==> src/rtl/pltr_pkg.sv <==
package pltr_pkg;

    // opcode values of an input item
    localparam logic OP_MAP    = 1'b0;
    localparam logic OP_APPEND = 1'b1;

    // width of the time fields, Q16.16 style signed words
    localparam int TIME_W = 32;

    // entries of the command queue between front and back
    localparam int QUEUE_DEPTH = 2;

    typedef enum logic [1:0] {
        ST_DONE     = 2'd0,
        ST_NO_COVER = 2'd1,
        ST_EMPTY    = 2'd2,
        ST_FULL     = 2'd3
    } t_status;

    // what the back end does with a queued command
    typedef enum logic [1:0] {
        ACT_REPLY = 2'd0,
        ACT_STORE = 2'd1,
        ACT_SCAN  = 2'd2
    } t_act;

    typedef struct packed {
        logic signed [TIME_W-1:0] old_start;
        logic signed [TIME_W-1:0] old_end;
        logic signed [TIME_W-1:0] target_start;
        logic signed [TIME_W-1:0] target_end;
    } t_seg;

    typedef struct packed {
        t_act                     act;
        t_status                  status;
        logic signed [TIME_W-1:0] time_val;
        logic [3:0]               sample_id;
        t_seg                     seg;
    } t_cmd;

    typedef enum logic [2:0] {
        BS_IDLE,
        BS_READ,
        BS_CMP,
        BS_DIV,
        BS_MUL,
        BS_FIN,
        BS_OUT
    } t_back_state;

endpackage

==> src/rtl/pltr_front.sv <==
module pltr_front #(
    parameter int MAX_SAMPLES  = 16,
    parameter int MAX_SEGMENTS = 16
) (
    input  logic                                   i_clk,
    input  logic                                   i_rst_n,
    input  logic                                   i_in_valid,
    output logic                                   o_in_ready,
    input  logic                                   i_opcode,
    input  logic [3:0]                             i_sample_id,
    input  logic signed [pltr_pkg::TIME_W-1:0]     i_time_in,
    input  logic signed [pltr_pkg::TIME_W-1:0]     i_old_start,
    input  logic signed [pltr_pkg::TIME_W-1:0]     i_old_end,
    input  logic signed [pltr_pkg::TIME_W-1:0]     i_target_start,
    input  logic signed [pltr_pkg::TIME_W-1:0]     i_target_end,
    input  logic                                   i_q_ready,
    output logic                                   o_push,
    output pltr_pkg::t_cmd                         o_cmd,
    output logic [$clog2(MAX_SEGMENTS+1)-1:0]      o_cnt
);

    localparam int SID_W = (MAX_SAMPLES > 1) ? $clog2(MAX_SAMPLES) : 1;
    localparam int CNT_W = $clog2(MAX_SEGMENTS + 1);

    logic [CNT_W-1:0] r_count [MAX_SAMPLES];
    logic [SID_W-1:0] sid_idx;
    logic             in_range;
    logic [CNT_W-1:0] cnt_cur;
    logic             list_full;
    logic             do_store;

    assign sid_idx   = SID_W'(i_sample_id);
    assign in_range  = (32'(i_sample_id) < MAX_SAMPLES);
    assign cnt_cur   = in_range ? r_count[sid_idx] : '0;
    assign list_full = (cnt_cur >= CNT_W'(MAX_SEGMENTS));

    assign o_in_ready = i_q_ready;
    assign o_push     = i_in_valid && i_q_ready;
    assign do_store   = o_push && (i_opcode == pltr_pkg::OP_APPEND) && in_range && !list_full;

    // classify the item
    always_comb begin
        o_cmd.seg.old_start    = i_old_start;
        o_cmd.seg.old_end      = i_old_end;
        o_cmd.seg.target_start = i_target_start;
        o_cmd.seg.target_end   = i_target_end;
        o_cmd.sample_id        = i_sample_id;
        o_cnt                  = cnt_cur;
        if (i_opcode == pltr_pkg::OP_APPEND) begin
            o_cmd.time_val = '0;
            if (!in_range || list_full) begin
                o_cmd.act    = pltr_pkg::ACT_REPLY;
                o_cmd.status = pltr_pkg::ST_FULL;
            end else begin
                o_cmd.act    = pltr_pkg::ACT_STORE;
                o_cmd.status = pltr_pkg::ST_DONE;
            end
        end else begin
            o_cmd.time_val = i_time_in;
            if (!in_range || (cnt_cur == '0)) begin
                o_cmd.act    = pltr_pkg::ACT_REPLY;
                o_cmd.status = pltr_pkg::ST_EMPTY;
            end else begin
                o_cmd.act    = pltr_pkg::ACT_SCAN;
                o_cmd.status = pltr_pkg::ST_NO_COVER;
            end
        end
    end

    always_ff @(posedge i_clk) begin
        if (!i_rst_n) begin
            r_count <= '{default: '0};
        end else if (do_store) begin
            r_count[sid_idx] <= cnt_cur + 1'b1;
        end
    end

    a_count_bound: assert property (@(posedge i_clk) disable iff (!i_rst_n)
        in_range |-> (cnt_cur <= CNT_W'(MAX_SEGMENTS)))
        else $error("segment count above list size");

endmodule

==> config.mk <==
export PLATFORM = sky130hd
export DESIGN_NAME = pltr_front
export DESIGN_NICKNAME = d
export VERILOG_FILES = /design/src/rtl/pltr_pkg.sv /design/src/rtl/pltr_front.sv
export SDC_FILE = /design/constraint.sdc
export NUM_CORES = 1
export LEC_CHECK = 0
export BUFFER_PORTS_ARGS = -buffer_cell sky130_fd_sc_hd__buf_2
export CORE_ASPECT_RATIO = 1.2
export CORE_MARGIN = 4
export CORE_UTILIZATION = 30
export CTS_CLUSTER_DIAMETER = 120
export DETAILED_ROUTE_END_ITERATION = 8
export PLACE_DENSITY_LB_ADDON = 0.05
export SLEW_MARGIN = 30
export SYNTH_ARGS = -nofsm -noshare
export SYNTH_HDL_FRONTEND = slang
export SYNTH_SLANG_ARGS = --single-unit
==> constraint.sdc <==
create_clock -name i_clk -period 7.2 [get_ports i_clk]
set_input_delay 1.08 -clock i_clk [delete_from_list [all_inputs] [get_ports i_clk]]
set_output_delay 1.08 -clock i_clk [all_outputs]
set_load 0.01 [all_outputs]
==> impl_metrics.csv <==
group,metric,value,unit
global_routing,grt_pass1_wl,26400,µm
floorplan,die_h,149,µm
timing,fin_skew,5.96,ps
synthesis,synth_nets,696,
placement,dp_hpwl,15100,µm
floorplan,start_util,30.7,%
clock_tree,cts_setup_buffers,0,
worst_hold_path,min_path_cells,2,
placement,gp_congestion,0.810,
synthesis,synth_area_leaders,"dfxtp_1 (32%), buf_4 (21%), mux4_2 (5.4%)",
clock_tree,cts_resized,0,
synthesis,syn_avg_cell_area,9.51,µm²
power,p_sw,242,µW
detailed_routing,vias,3547,
run_status,status,"finished, final reports clean",
clock_tree,cts_tree,"done",
detailed_routing,finalWirelength,19300,µm
layout,seqCellArea,0.00160,mm²
synthesis,ys_seq_elements,80,
detailed_routing,wire_per_inst,28.6,µm
global_routing,grt.met2_usage,30.4,%
clock_tree,cts_buffers,9,
layout,reg.largest.list,"r_count x80",
clock_tree,h-tree-depth,3,
global_routing,grt_overflow_total,0,
timing,fin_hold_ws,481,ps
synthesis,ys_seq_area_share,32.1,%
job,drv_cap,0,
detailed_routing,remaining_drc_errors,0,
timing,max_freq,213,MHz
global_routing,gr-usage-met1,22.0,%
timing,rsz0062_at_grt,"false",
power,clockPowerShare,47.4,%
power,switching_share,23.8,%
power,powerDensity,210,mW/mm²
clock_tree,clkTransAtPathRegs,60,ps
floorplan,die_w,126,µm
detailed_routing,drtPass1Iterations,4,
placement,io_buffers,87,
floorplan,fp.dieArea,0.0188,mm²
worst_setup_path,cp_max_fo,25,
power,seqPwrFrac,43.9,%
layout,diodes,0,
detailed_routing,avgViaCountPerCell,5.25,
global_routing,grt_max_degree,42,
power,irDropWorstVdd,0.0841,mV
worst_setup_path,worst-setup-path-type,"input pin to output port",
synthesis,synthTopCellsByCount,"buf_4 (138), dfxtp_1 (80), nor2_1 (57)",
layout,multi_input_area,0.00218,mm²
clock_tree,cts_hold_buffers,0,
clock_tree,insertion_delay,340,ps
clock_tree,root_buffer,"clkbuf_16",
timing,post-route-min-period,4680,ps
global_routing,track_usage,19.8,%
detailed_routing,antenna_left,0,
timing,relSlewSlack,45.7,%
synthesis,synth_largest_area_cell,"dfxtp_1",
synthesis,netlist_area,0.00499,mm²
synthesis,synth_most_common_cell,"buf_4",
timing,hold_viol,0,
synthesis,yosysWarnings,0,
power,p_leak,1.80,nW
worst_hold_path,worstHoldPathType,"flop to flop",
worst_setup_path,arrival,3600,ps
global_routing,use_met3,13.6,%
clock_tree,cts.sinks,80,
power,p_int,774,µW
worst_setup_path,startpoint_type,"input pin",
floorplan,rows,51,
synthesis,synth_cells,525,
power,comb_power_share,8.6,%
timing,period_share,65.1,%
timing,setup_viol,0,
detailed_routing,drt_iter0_drc,157,
global_routing,grt_pass1_vias,3376,
worst_setup_path,cp.required,6120,ps
global_routing,busiest_layer,"met2",
floorplan,core,0.0163,mm²
synthesis,synth_edf_count,0,
synthesis,synth.distinct_cells,42,
synthesis,synthArstFlopShare,0,%
timing,tightest_slew,815,ps
global_routing,grt_antenna_before_repair,0,
timing,setup_tns,0,ps
layout,largest_reg_flops,80,
layout,largest-register,"r_count",
worst_setup_path,worstRegToRegCells,7,
timing,drv_slew,0,
layout,area_growth,-3.18,%
layout,nets,630,
synthesis,synth_top_area_share,32.1,%
layout,layout-drive-gt1-share,31.7,%
floorplan,ioPinCount,344,
layout,nFillCells,1709,
synthesis,synth_ff_type,"dfxtp_1",
clock_tree,cts_buffer_depth,2,
worst_setup_path,cp-end-kind,"output port",
worst max-delay path, stage by stage:
cell	delay (ps)
buf_2	620
mux4_2	680
mux4_2	560
nand4b_1	290
nor2b_1	180
buf_2	170
worst paths after layout:
check / start / endpoint / slack (ps)
setup / recovery: i_sample_id[0] / o_cmd[167] / 2520
hold / removal: r_count[34] / r_count[34] / 480
setup reg to reg: r_count[55] / r_count[52] / 4420
hold reg to reg: r_count[34] / r_count[34] / 480
power groups by stage:
stage	Clock [mW]	Combinational, mW	Sequential, mW
final	0.481	0.0878	0.446
after global routing	0.514	0.0939	0.446
after CTS	0.496	0.0892	0.446
after floorplan	0	0.126	0.455
after global placement	0	0.0891	0.456
after detailed placement	0	0.0887	0.456
layer usage:
| layer | vias to the layer above | share of wire, % |
|---|---|---|
| met3 | 34 | 15 |
| met4 | 4 | 1.7 |
| met5 | - | 0.57 |
| met1 | 1701 | 37 |
| li1 | 1585 | - |
| met2 | 223 | 46 |
cells by family (layout without fill, tap and decap cells):
kind of cell	count (synthesis)	in the layout	synth area share (%)
flip-flops	80	80	32.1
AO/OA/AOI/OAI	94	94	13.8
buffers and inverters	171	110	24.5
XOR/XNOR	1	1	0.326
AND/OR/NAND/NOR	137	137	14.7
adder cells (fa/ha/maj)	2	2	0.501
multiplexers	40	40	14.0
metrics by stage:
stage	total power, mW	util (%)	cell area (µm²)	instances	setup WS (ps)
4_1_cts	1.03	29.7	4830	676	2500
3_3_place_gp	0.545	27.7	4500	660	2490
6_report	1.02	29.7	4830	676	2520
3_5_place_dp	0.545	27.8	4520	660	2490
2_1_floorplan	0.581	-	4990	525	3180
5_1_grt	1.05	29.7	4830	676	2410
area by class of cell:
cell class,count,share of cell area (%)
Clock buffer,12,5.51
Clock inverter,4,1.06
Inverter,5,0.440
Multi-Input combinational cell,274,45.0
Sequential cell,80,33.1
Tap cell,212,5.49
Timing Repair Buffer,89,9.32
cell usage in the layout (no fill, tap or decap), drive strengths merged, types with 2 or more instances in the layout:
cell type and count:
buf 89, dfxtp 80, nor2 70, nor2b 35
a211oi 32, mux4 21, mux2i 19, o21ai 17
a31oi 17, clkbuf 12, nand2 9, a41oi 8
o21a 8, o31a 8, inv 5, nor3 4
or2 4, nand4b 3, and2 2, a22o 2
or3b 2, nand3b 2, ha 2, and4 2
nand4 2, clkinv 2
Note: power is estimated with default switching activity, not from simulation.
