$ cat src/rtl/pltr_queue.sv
module pltr_queue #(
    parameter int WIDTH = 8,
    parameter int DEPTH = 2
) (
    input  logic             i_clk,
    input  logic             i_rst_n,
    input  logic             i_push,
    input  logic [WIDTH-1:0] i_data,
    output logic             o_ready,
    output logic             o_valid,
    input  logic             i_pop,
    output logic [WIDTH-1:0] o_data
);

    localparam int PTR_W  = (DEPTH > 1) ? $clog2(DEPTH) : 1;
    localparam int FILL_W = $clog2(DEPTH + 1);

    logic [WIDTH-1:0]  r_data [DEPTH];
    logic [PTR_W-1:0]  r_wr_ptr;
    logic [PTR_W-1:0]  r_rd_ptr;
    logic [FILL_W-1:0] r_fill;
    logic              do_push;
    logic              do_pop;

    assign o_ready = (r_fill != FILL_W'(DEPTH));
    assign o_valid = (r_fill != '0);
    assign o_data  = r_data[r_rd_ptr];
    assign do_push = i_push && o_ready;
    assign do_pop  = i_pop && o_valid;

    always_ff @(posedge i_clk) begin
        if (do_push) begin
            r_data[r_wr_ptr] <= i_data;
        end
    end

    always_ff @(posedge i_clk) begin
        if (!i_rst_n) begin
            r_wr_ptr <= '0;
            r_rd_ptr <= '0;
            r_fill   <= '0;
        end else begin
            if (do_push) begin
                r_wr_ptr <= (r_wr_ptr == PTR_W'(DEPTH - 1)) ? '0 : r_wr_ptr + 1'b1;
            end
            if (do_pop) begin
                r_rd_ptr <= (r_rd_ptr == PTR_W'(DEPTH - 1)) ? '0 : r_rd_ptr + 1'b1;
            end
            if (do_push && !do_pop) begin
                r_fill <= r_fill + 1'b1;
            end else if (do_pop && !do_push) begin
                r_fill <= r_fill - 1'b1;
            end
        end
    end

endmodule

$ cat config.mk
export PLATFORM = sky130hd
export DESIGN_NAME = pltr_queue
export DESIGN_NICKNAME = d
export VERILOG_FILES = /design/src/rtl/pltr_queue.sv
export SDC_FILE = /design/constraint.sdc
export NUM_CORES = 1
export LEC_CHECK = 0
export ABC_AREA = 0
export BUFFER_PORTS_ARGS = -buffer_cell sky130_fd_sc_hd__buf_2
export CAP_MARGIN = 20
export CORE_MARGIN = 3
export CORE_UTILIZATION = 45
export CTS_CLUSTER_DIAMETER = 30
export DETAILED_ROUTE_END_ITERATION = 16
export GPL_TIMING_DRIVEN = 0
export PLACE_DENSITY_LB_ADDON = 0.2
export RECOVER_POWER = 50
export SETUP_SLACK_MARGIN = 0.02
export SKIP_LAST_GASP = 1
export SYNTH_ARGS = -nofsm -noshare
export SYNTH_HDL_FRONTEND = slang
export SYNTH_SLANG_ARGS = --single-unit
$ cat constraint.sdc
create_clock -name i_clk -period 5 [get_ports i_clk]
set_clock_uncertainty 0.2 [all_clocks]
set_input_delay 0.5 -clock i_clk [delete_from_list [all_inputs] [get_ports i_clk]]
set_output_delay 0.5 -clock i_clk [all_outputs]
set_load 0.01 [all_outputs]
==> results.ini, run 1 <==
[route]
wl_per_cell_um = 12.0
wl_um = 1190
via_count = 463
viasPerCell = 4.68
drt_first_pass_iters = 3
first_iter_violations = 4
drc = 0
ant_nets = 0

[logic_synthesis]
ys_seq_elements = 21
synth_fp_nets = 63
yosysUniqueCellTypes = 17
syn-cell-area_um2 = 810
avgSynthCellArea_um2 = 16.2
ys_warn_count = 0
seq_area_frac_synth = 0.717
syn_inst = 50

[grt]
antenna_found_initial = 0
grtUsageMet1 = 0.112
grt_pass1_vias = 451
gr-total-overflow = 0
gr-max-usage-layer = met2
grt_usage = 0.111
met3_usage = 0.0368
grt_use_met2 = 0.195
grt_first_pass_wirelength_um = 1900
grt_max_degree = 12

[power_and_ir_drop]
swShare = 0.294
power.switching_mw = 0.135
p_int_mw = 0.325
clock_power_share = 0.171
power_density_nw_per_um2 = 477
p_leak_nw = 0.387
pwr-share-seq = 0.514
p_total_mw = 0.460
combPwrFrac = 0.315
peakVddDrop_v = 0.000288

[timing]
slew_violations = 0
timing.hold.ws_ns = 0.179
grt_setup_unrepaired = false
fin_setup_tns_ns = 0
fmax_mhz = 496
relSlewSlack = 0.735
layout_worst_path_cycle_share = 0.403
period_minus_slack_ns = 2.02
finalSetupViolations = 0
worst_pin_slew_ns = 0.397
hold_viol = 0

[critical_path]
required_ns = 4.30
reg2regPathDepth = 5
critPathMaxFanout = 8
worstReg2RegStart = r_fill[0]
cp-end-kind = primary output
crit_type = reg -> out
worstPathArrival_ns = 1.32
rr_endpoint = r_fill[1]
ff2ff_setup_slack_ns = 3.16
start_kind = flip-flop

[cts]
clock-sinks = 21
cts_tree = yes
cts_buffers = 3
ctsResizeCount = 0
cts-htree-levels = 1
cts_hold_buf = 0
clkTransAtPathRegs_ns = 0.11
clk_latency_ns = 0.30
post_cts.repair.setup_buffers = 0
cts-root-buf = clkbuf_4
clockBufferDepth = 2

[worst_hold_path]
holdPathEnd = r_data[1][5]
hold_path_startpoint = i_data[5]
hold_depth = 1
hp-class = in -> reg

[die]
rows = 14
dieArea_um2 = 2340
die_w_um = 48.4
die_h_um = 48.4
io_pins = 22
start_util = 0.508
core_um2 = 1590

[place]
gp_congestion = 0.697
io_buffer_count = 21
dp_hpwl_um = 845

[finish]
fill_cells = 142
drive_above_1_share = 0.467
n_antenna_cell = 0
area_growth_pct = 19.2
nets = 89
utilization = 0.605

[outcome]
status = completed

[job]
max_cap_viol_count = 0

-- metal layers --
metal | part of all wire | vias up | routed length [um]
met5 | 0 | - | 0
met4 | 0.014 | 0 | 17
met3 | 0.068 | 2 | 81
met2 | 0.51 | 15 | 602
met1 | 0.41 | 214 | 486
li1 | - | 232 | -
-- final cells by class --
cell class	instances	area, um2	area share
Sequential cell	21	581	0.602
Inverter	2	7.51	0.00778
Timing Repair Buffer	21	104	0.108
Tap cell	24	30.0	0.0311
Multi-Input combinational cell	26	211	0.219
Clock buffer	4	26.3	0.0272
Buffer	1	5.00	0.00519
-- metrics by stage --
stage	setup WS (ns)	area [um2]	std cells
after floorplan	3.30	810	50
after detailed placement	3.14	945	95
after global placement	3.17	945	95
final	2.98	965	99
after CTS	2.96	971	99
after global routing	2.89	965	99
-- cell families after synthesis --
group,Yosys count,synth area share
DFF,21,0.717
and+or+nand+nor,9,0.0711
muxes,8,0.111
AOI/OAI and AO/OA,5,0.0371
xor gates and xnor gates,3,0.0325
buffers and inverters,3,0.0155
adders and majority gates,1,0.0155
-- sequential cells by signal, summed over array words and instances, names as in the netlist, named ones only --
name / cells
r_fill: 2
r_data: 16
r_wr_ptr: 1
r_rd_ptr: 1
-- cell usage after synthesis --
cell / number / area (um2)
a21bo_2: 1 / 10.0
a21oi_1: 2 / 10.0
and2_1: 1 / 6.26
and3_1: 1 / 6.26
buf_2: 1 / 5.00
dfxtp_1: 5 / 100
edfxtp_1: 16 / 480
ha_1: 1 / 12.5
inv_1: 2 / 7.51
mux2_2: 8 / 90.1
nand2b_4: 1 / 13.8
nand3b_1: 1 / 7.51
nor2_1: 3 / 11.3
o21ai_0: 2 / 10.0
or2_2: 1 / 6.26
or3_1: 1 / 6.26
xor2_1: 3 / 26.3
-- power by group through the flow --
stage | sequential [mW] | clock [mW] | combinational (mW)
2_1_floorplan | 0.237 | 0 | 0.106
3_3_place_gp | 0.239 | 0 | 0.147
3_5_place_dp | 0.242 | 0 | 0.149
4_1_cts | 0.238 | 0.0816 | 0.150
5_1_grt | 0.240 | 0.0891 | 0.162
6_report | 0.236 | 0.0788 | 0.145
-- critical path, cell delays in order (launching register included) --
cell and delay, ns:
dfxtp_1 0.32, buf_2 0.20, mux2_2 0.36, buf_2 0.14
-- worst max path at each step --
stage / slack, ns / to / cells after the start / from
after floorplan: 3.30 / r_fill[1] / 5 / r_fill[0]
after global placement: 3.17 / r_fill[1] / 5 / i_pop
after detailed placement: 3.14 / r_fill[1] / 5 / i_pop
after CTS: 2.96 / o_data[3] / 3 / flip-flop
after global routing: 2.89 / o_data[3] / 3 / flip-flop
final: 2.98 / o_data[3] / 3 / flip-flop
-- cell usage in the layout, fill, tap and decap left out, drive strengths merged, types with 2 or more instances in the layout --
master  count
clkbuf      5
o21ai       2
edfxtp     16
a21oi       2
dfxtp       5
mux2        8
xor2        3
inv         2
buf        21
nor2        3
Power figures use the tool's default switching activity.
==> run 2: changes to the inputs <==
--- a/config.mk
+++ b/config.mk
@@ -9,7 +9,7 @@
 export BUFFER_PORTS_ARGS = -buffer_cell sky130_fd_sc_hd__buf_2
 export CAP_MARGIN = 20
 export CORE_MARGIN = 3
-export CORE_UTILIZATION = 45
+export CORE_UTILIZATION = 44
 export CTS_CLUSTER_DIAMETER = 30
 export DETAILED_ROUTE_END_ITERATION = 16
 export GPL_TIMING_DRIVEN = 0
==> constraint.sdc (replaced) <==
create_clock -name i_clk -period 1.8 [get_ports i_clk]
set_clock_uncertainty 0.2 [all_clocks]
set_input_delay 0.18 -clock i_clk [delete_from_list [all_inputs] [get_ports i_clk]]
set_output_delay 0.18 -clock i_clk [all_outputs]
set_load 0.01 [all_outputs]
==> run 2 against run 1 <==
Compared with the run above: sequential power grew to 2.8 times the previous value; hold slack got worse by 0.018 ns; cell count grew 10%; setup slack lost 2.9 ns; combinational power rose to 3.1 times the previous value; via count up 3.9%; first-iteration DRC count up 25%; count of clock-buffer cells in the layout unchanged; critical path type is now in -> reg; highest routed layer is now met3.
==> results.ini, run 2 (synthesis gave the netlist of run 1 again) <==
[cts]
clock-sinks = 21
clockBufferDepth = 2
clk_latency_ns = 0.28
post_cts.repair.setup_buffers = 0
cts-htree-levels = 1
cts-root-buf = clkbuf_4
cts_buffers = 3
clkTransAtPathRegs_ns = 0.10
cts_tree = yes

[power_and_ir_drop]
peakVddDrop_v = 0.000710
p_leak_nw = 0.427
power_density_nw_per_um2 = 1220
p_total_mw = 1.32

[route]
wl_um = 1270
via_count = 481
ant_nets = 0
drt_first_pass_iters = 2
first_iter_violations = 5
wl_per_cell_um = 11.7
viasPerCell = 4.41
drc = 0

[die]
die_w_um = 48.9
core_um2 = 1610
rows = 14
io_pins = 22
dieArea_um2 = 2390
die_h_um = 48.9
start_util = 0.502

[timing]
layout_worst_path_cycle_share = 0.951
slew_violations = 0
timing.hold.ws_ns = 0.161
finalSetupViolations = 0
hold_viol = 0
grt_setup_unrepaired = false
worst_pin_slew_ns = 0.372
period_minus_slack_ns = 1.71
fin_setup_tns_ns = 0
fmax_mhz = 584
relSlewSlack = 0.752

[critical_path]
cp-end-kind = flip-flop
worstReg2RegStart = r_fill[0]
worstPathArrival_ns = 1.73
start_kind = input port
crit_type = in -> reg
required_ns = 1.82
critPathMaxFanout = 4
startpoint = i_push

[worst_hold_path]
hold_path_startpoint = i_pop
hp-class = in -> reg

[finish]
fill_cells = 131
nets = 99
largest-register = r_data
layout_common_cells = 19 x buf_2, 16 x edfxtp_1, 10 x dlygate4sd3_1, 8 x mux2_2, 4 x clkbuf_1
n_antenna_cell = 0
area_growth_pct = 33.7
instances_no_fill = 109
area.sequential_um2 = 583
top_regs = r_data x16, r_fill x2
largest_reg_flops = 16
final_common_cell = buf_2
drive_above_1_share = 0.424
multi_input_area_um2 = 229

[grt]
grt_pass1_vias = 477
grt_max_degree = 12
antenna_found_initial = 0
grt_usage = 0.113
gr-total-overflow = 0
grt_first_pass_wirelength_um = 2060

[place]
dp_hpwl_um = 820
gp_congestion = 0.723
io_buffer_count = 21
post-place-cells = 95

[job]
max_cap_viol_count = 0

[outcome]
status = completed

## run 2: path summary, 6_finish.rpt
kind	to	slack [ns]	cells past startpoint
min reg2reg	flip-flop	0.31	2
min	flip-flop	0.16	4
max	r_fill[1]	0.09	7
max reg2reg	r_fill[1]	0.10	4
## run 2: area by class of cell
type	count	area share
Inverter	2	0.00694
Multi-Input combinational cell	26	0.212
Buffer	1	0.00462
Sequential cell	21	0.539
Tap cell	24	0.0277
Clock buffer	4	0.0243
Timing Repair Buffer	31	0.186
## run 2: critical path: stages
cell	delay (ns)
dlygate4sd3_1	0.53
buf_2	0.14
and2_1	0.16
ha_4	0.16
xor2_1	0.14
or3_1	0.30
a21oi_1	0.13
## run 2: metrics by stage
| step | utilization | cell area, um2 | setup slack (ns) |
|---|---|---|---|
| 2_1_floorplan | - | 810 | 0.101 |
| 3_3_place_gp | 0.586 | 945 | 0.0770 |
| 3_5_place_dp | 0.586 | 945 | 0.0566 |
| 4_1_cts | 0.665 | 1070 | 0.0394 |
| 5_1_grt | 0.672 | 1080 | 0.0271 |
| 6_report | 0.672 | 1080 | 0.0880 |
## run 2: what timing repair did
action,CTS,global route
gates resized for setup,0,4
setup endpoints to repair,0,1
hold endpoints to repair,21,0
hold buffers,10,0
## run 2: routing by layer
metal,vias up,share of wire,track usage
li1,250,-,-
met1,221,0.43,0.126
met2,10,0.54,0.197
met3,0,0.035,0.0306
met4,0,0,0.0569
met5,-,0,0
## run 2: power by group
part	switching (mW)	internal (mW)	total, mW
logic	0.217	0.236	0.453
registers	0.0451	0.619	0.664
clock network	0.121	0.0859	0.207
total	0.383	0.941	1.32
==> run 3: changes to the inputs <==
--- a/config.mk
+++ b/config.mk
@@ -13,6 +13,7 @@
 export CTS_CLUSTER_DIAMETER = 30
 export DETAILED_ROUTE_END_ITERATION = 16
 export GPL_TIMING_DRIVEN = 0
+export MAX_ROUTING_LAYER = met4
 export PLACE_DENSITY_LB_ADDON = 0.2
 export RECOVER_POWER = 50
 export SETUP_SLACK_MARGIN = 0.02
==> run 3 against run 2 <==
Compared with the run above: register-to-register slack about the same; clock power hardly changed; combinational power barely moved; setup slack is essentially flat; fmax about the same; final area unchanged; sequential power about the same; via count increased by 0.42%; cell count did not move.
==> results.ini, run 3 (synthesis gave the netlist of run 1 again) <==
[cts]
cts-htree-levels = 1
clkTransAtPathRegs_ns = 0.10
clock-sinks = 21
cts_tree = yes
clk_latency_ns = 0.28
cts_buffers = 3
cts-root-buf = clkbuf_4
clockBufferDepth = 2

[grt]
grt_usage = 0.116
grt_pass1_vias = 476
grt_first_pass_wirelength_um = 2060
gr-total-overflow = 0
antenna_found_initial = 0
grt_max_degree = 12

[critical_path]
worstPathArrival_ns = 1.73
crit_type = in -> reg
required_ns = 1.82
cp-end-kind = flip-flop
start_kind = input port
crit_end = r_fill[1]
ff2ff_setup_slack_ns = 0.10
critPathMaxFanout = 4
reg2regPathDepth = 4
rr_endpoint = r_fill[1]
startpoint = i_push
worstReg2RegStart = r_fill[0]

[place]
dp_hpwl_um = 820
io_buffer_count = 21
pre_cts_ws_ns = 0.0566
gp_congestion = 0.732

[finish]
largest-register = r_data
top_regs = r_data x16, r_fill x2
final_common_cell = buf_2
largest_reg_flops = 16
n_antenna_cell = 0
nets = 99
fill_cells = 131
area_growth_pct = 33.7
area.sequential_um2 = 583
multi_input_area_um2 = 229
drive_above_1_share = 0.424
layout_common_cells = 19 x buf_2, 16 x edfxtp_1, 10 x dlygate4sd3_1, 8 x mux2_2, 4 x clkbuf_1

[route]
drt_first_pass_iters = 2
top_layer = met4
wl_um = 1270
viasPerCell = 4.43
wl_per_cell_um = 11.7
wl_met1_um = 540
drc = 0
dr_wl_met2_um = 679
wl_met3_um = 42
first_iter_violations = 5
ant_nets = 0
via_count = 483

[die]
dieArea_um2 = 2390
die_h_um = 48.9
core_um2 = 1610
io_pins = 22
rows = 14
start_util = 0.502
die_w_um = 48.9

[timing]
timing.hold.ws_ns = 0.162
worst_pin_slew_ns = 0.372
fmax_mhz = 584
layout_worst_path_cycle_share = 0.951
period_minus_slack_ns = 1.71
fin_ws_ns = 0.0879
grt_setup_unrepaired = false
fin_setup_tns_ns = 0
relSlewSlack = 0.752
hold_viol = 0
finalSetupViolations = 0
slew_violations = 0

[power_and_ir_drop]
power_density_nw_per_um2 = 1220
p_total_mw = 1.32
p_leak_nw = 0.427
peakVddDrop_v = 0.000710

[worst_hold_path]
hp-class = in -> reg

[job]
max_cap_viol_count = 0

[outcome]
status = completed

run 3: cell counts in the layout (fill, tap and decap cells not counted):
Identical to the previous run, type by type.
run 3: what timing repair did:
item | CTS | global route
hold buffers | 10 | 0
setup buffers | 0 | 0
endpoints found under the hold margin | 21 | 0
endpoints found under the setup margin | 0 | 1
gates resized for setup | 0 | 4
run 3: worst min-delay path by stage:
| stage | from | end | slack, ns | cells after the start |
|---|---|---|---|---|
| 2_1_floorplan | i_data[0] | r_data[0][0] | 0.08 | 0 |
| 3_3_place_gp | i_data[2] | r_data[0][2] | 0.17 | 1 |
| 3_5_place_dp | i_data[5] | r_data[0][5] | 0.17 | 1 |
| 4_1_cts | i_pop | flip-flop | 0.10 | 4 |
| 5_1_grt | i_pop | r_rd_ptr | 0.16 | 4 |
| 6_report | i_pop | flip-flop | 0.16 | 4 |
run 3: layout make-up:
type	count	area share
timing repair buffer	31	0.186
tap	24	0.0277
inverter	2	0.00694
multi-input combinational	26	0.212
buffer	1	0.00462
sequential	21	0.539
clock buffer	4	0.0243
run 3: through the flow:
stage	util	instance area, um2	instances
6_report	0.672	1080	109
5_1_grt	0.672	1080	109
4_1_cts	0.665	1070	109
3_5_place_dp	0.586	945	95
3_3_place_gp	0.586	945	95
2_1_floorplan	-	810	50
run 3: power breakdown:
part,internal (mW),switching [mW]
clock network,0.0859,0.121
registers,0.619,0.0450
logic,0.236,0.217
total,0.941,0.382
run 3: worst max-delay path, stage by stage:
cell	delay [ns]
dlygate4sd3_1	0.53
buf_2	0.14
and2_1	0.16
ha_4	0.16
xor2_1	0.14
or3_1	0.30
a21oi_1	0.13
run 3: per-layer routing:
| layer | up-vias | GRT usage |
|---|---|---|
| met5 | - | - |
| met3 | 2 | 0.0306 |
| met4 | 0 | 0.0569 |
| li1 | 250 | - |
| met1 | 221 | 0.126 |
| met2 | 10 | 0.197 |
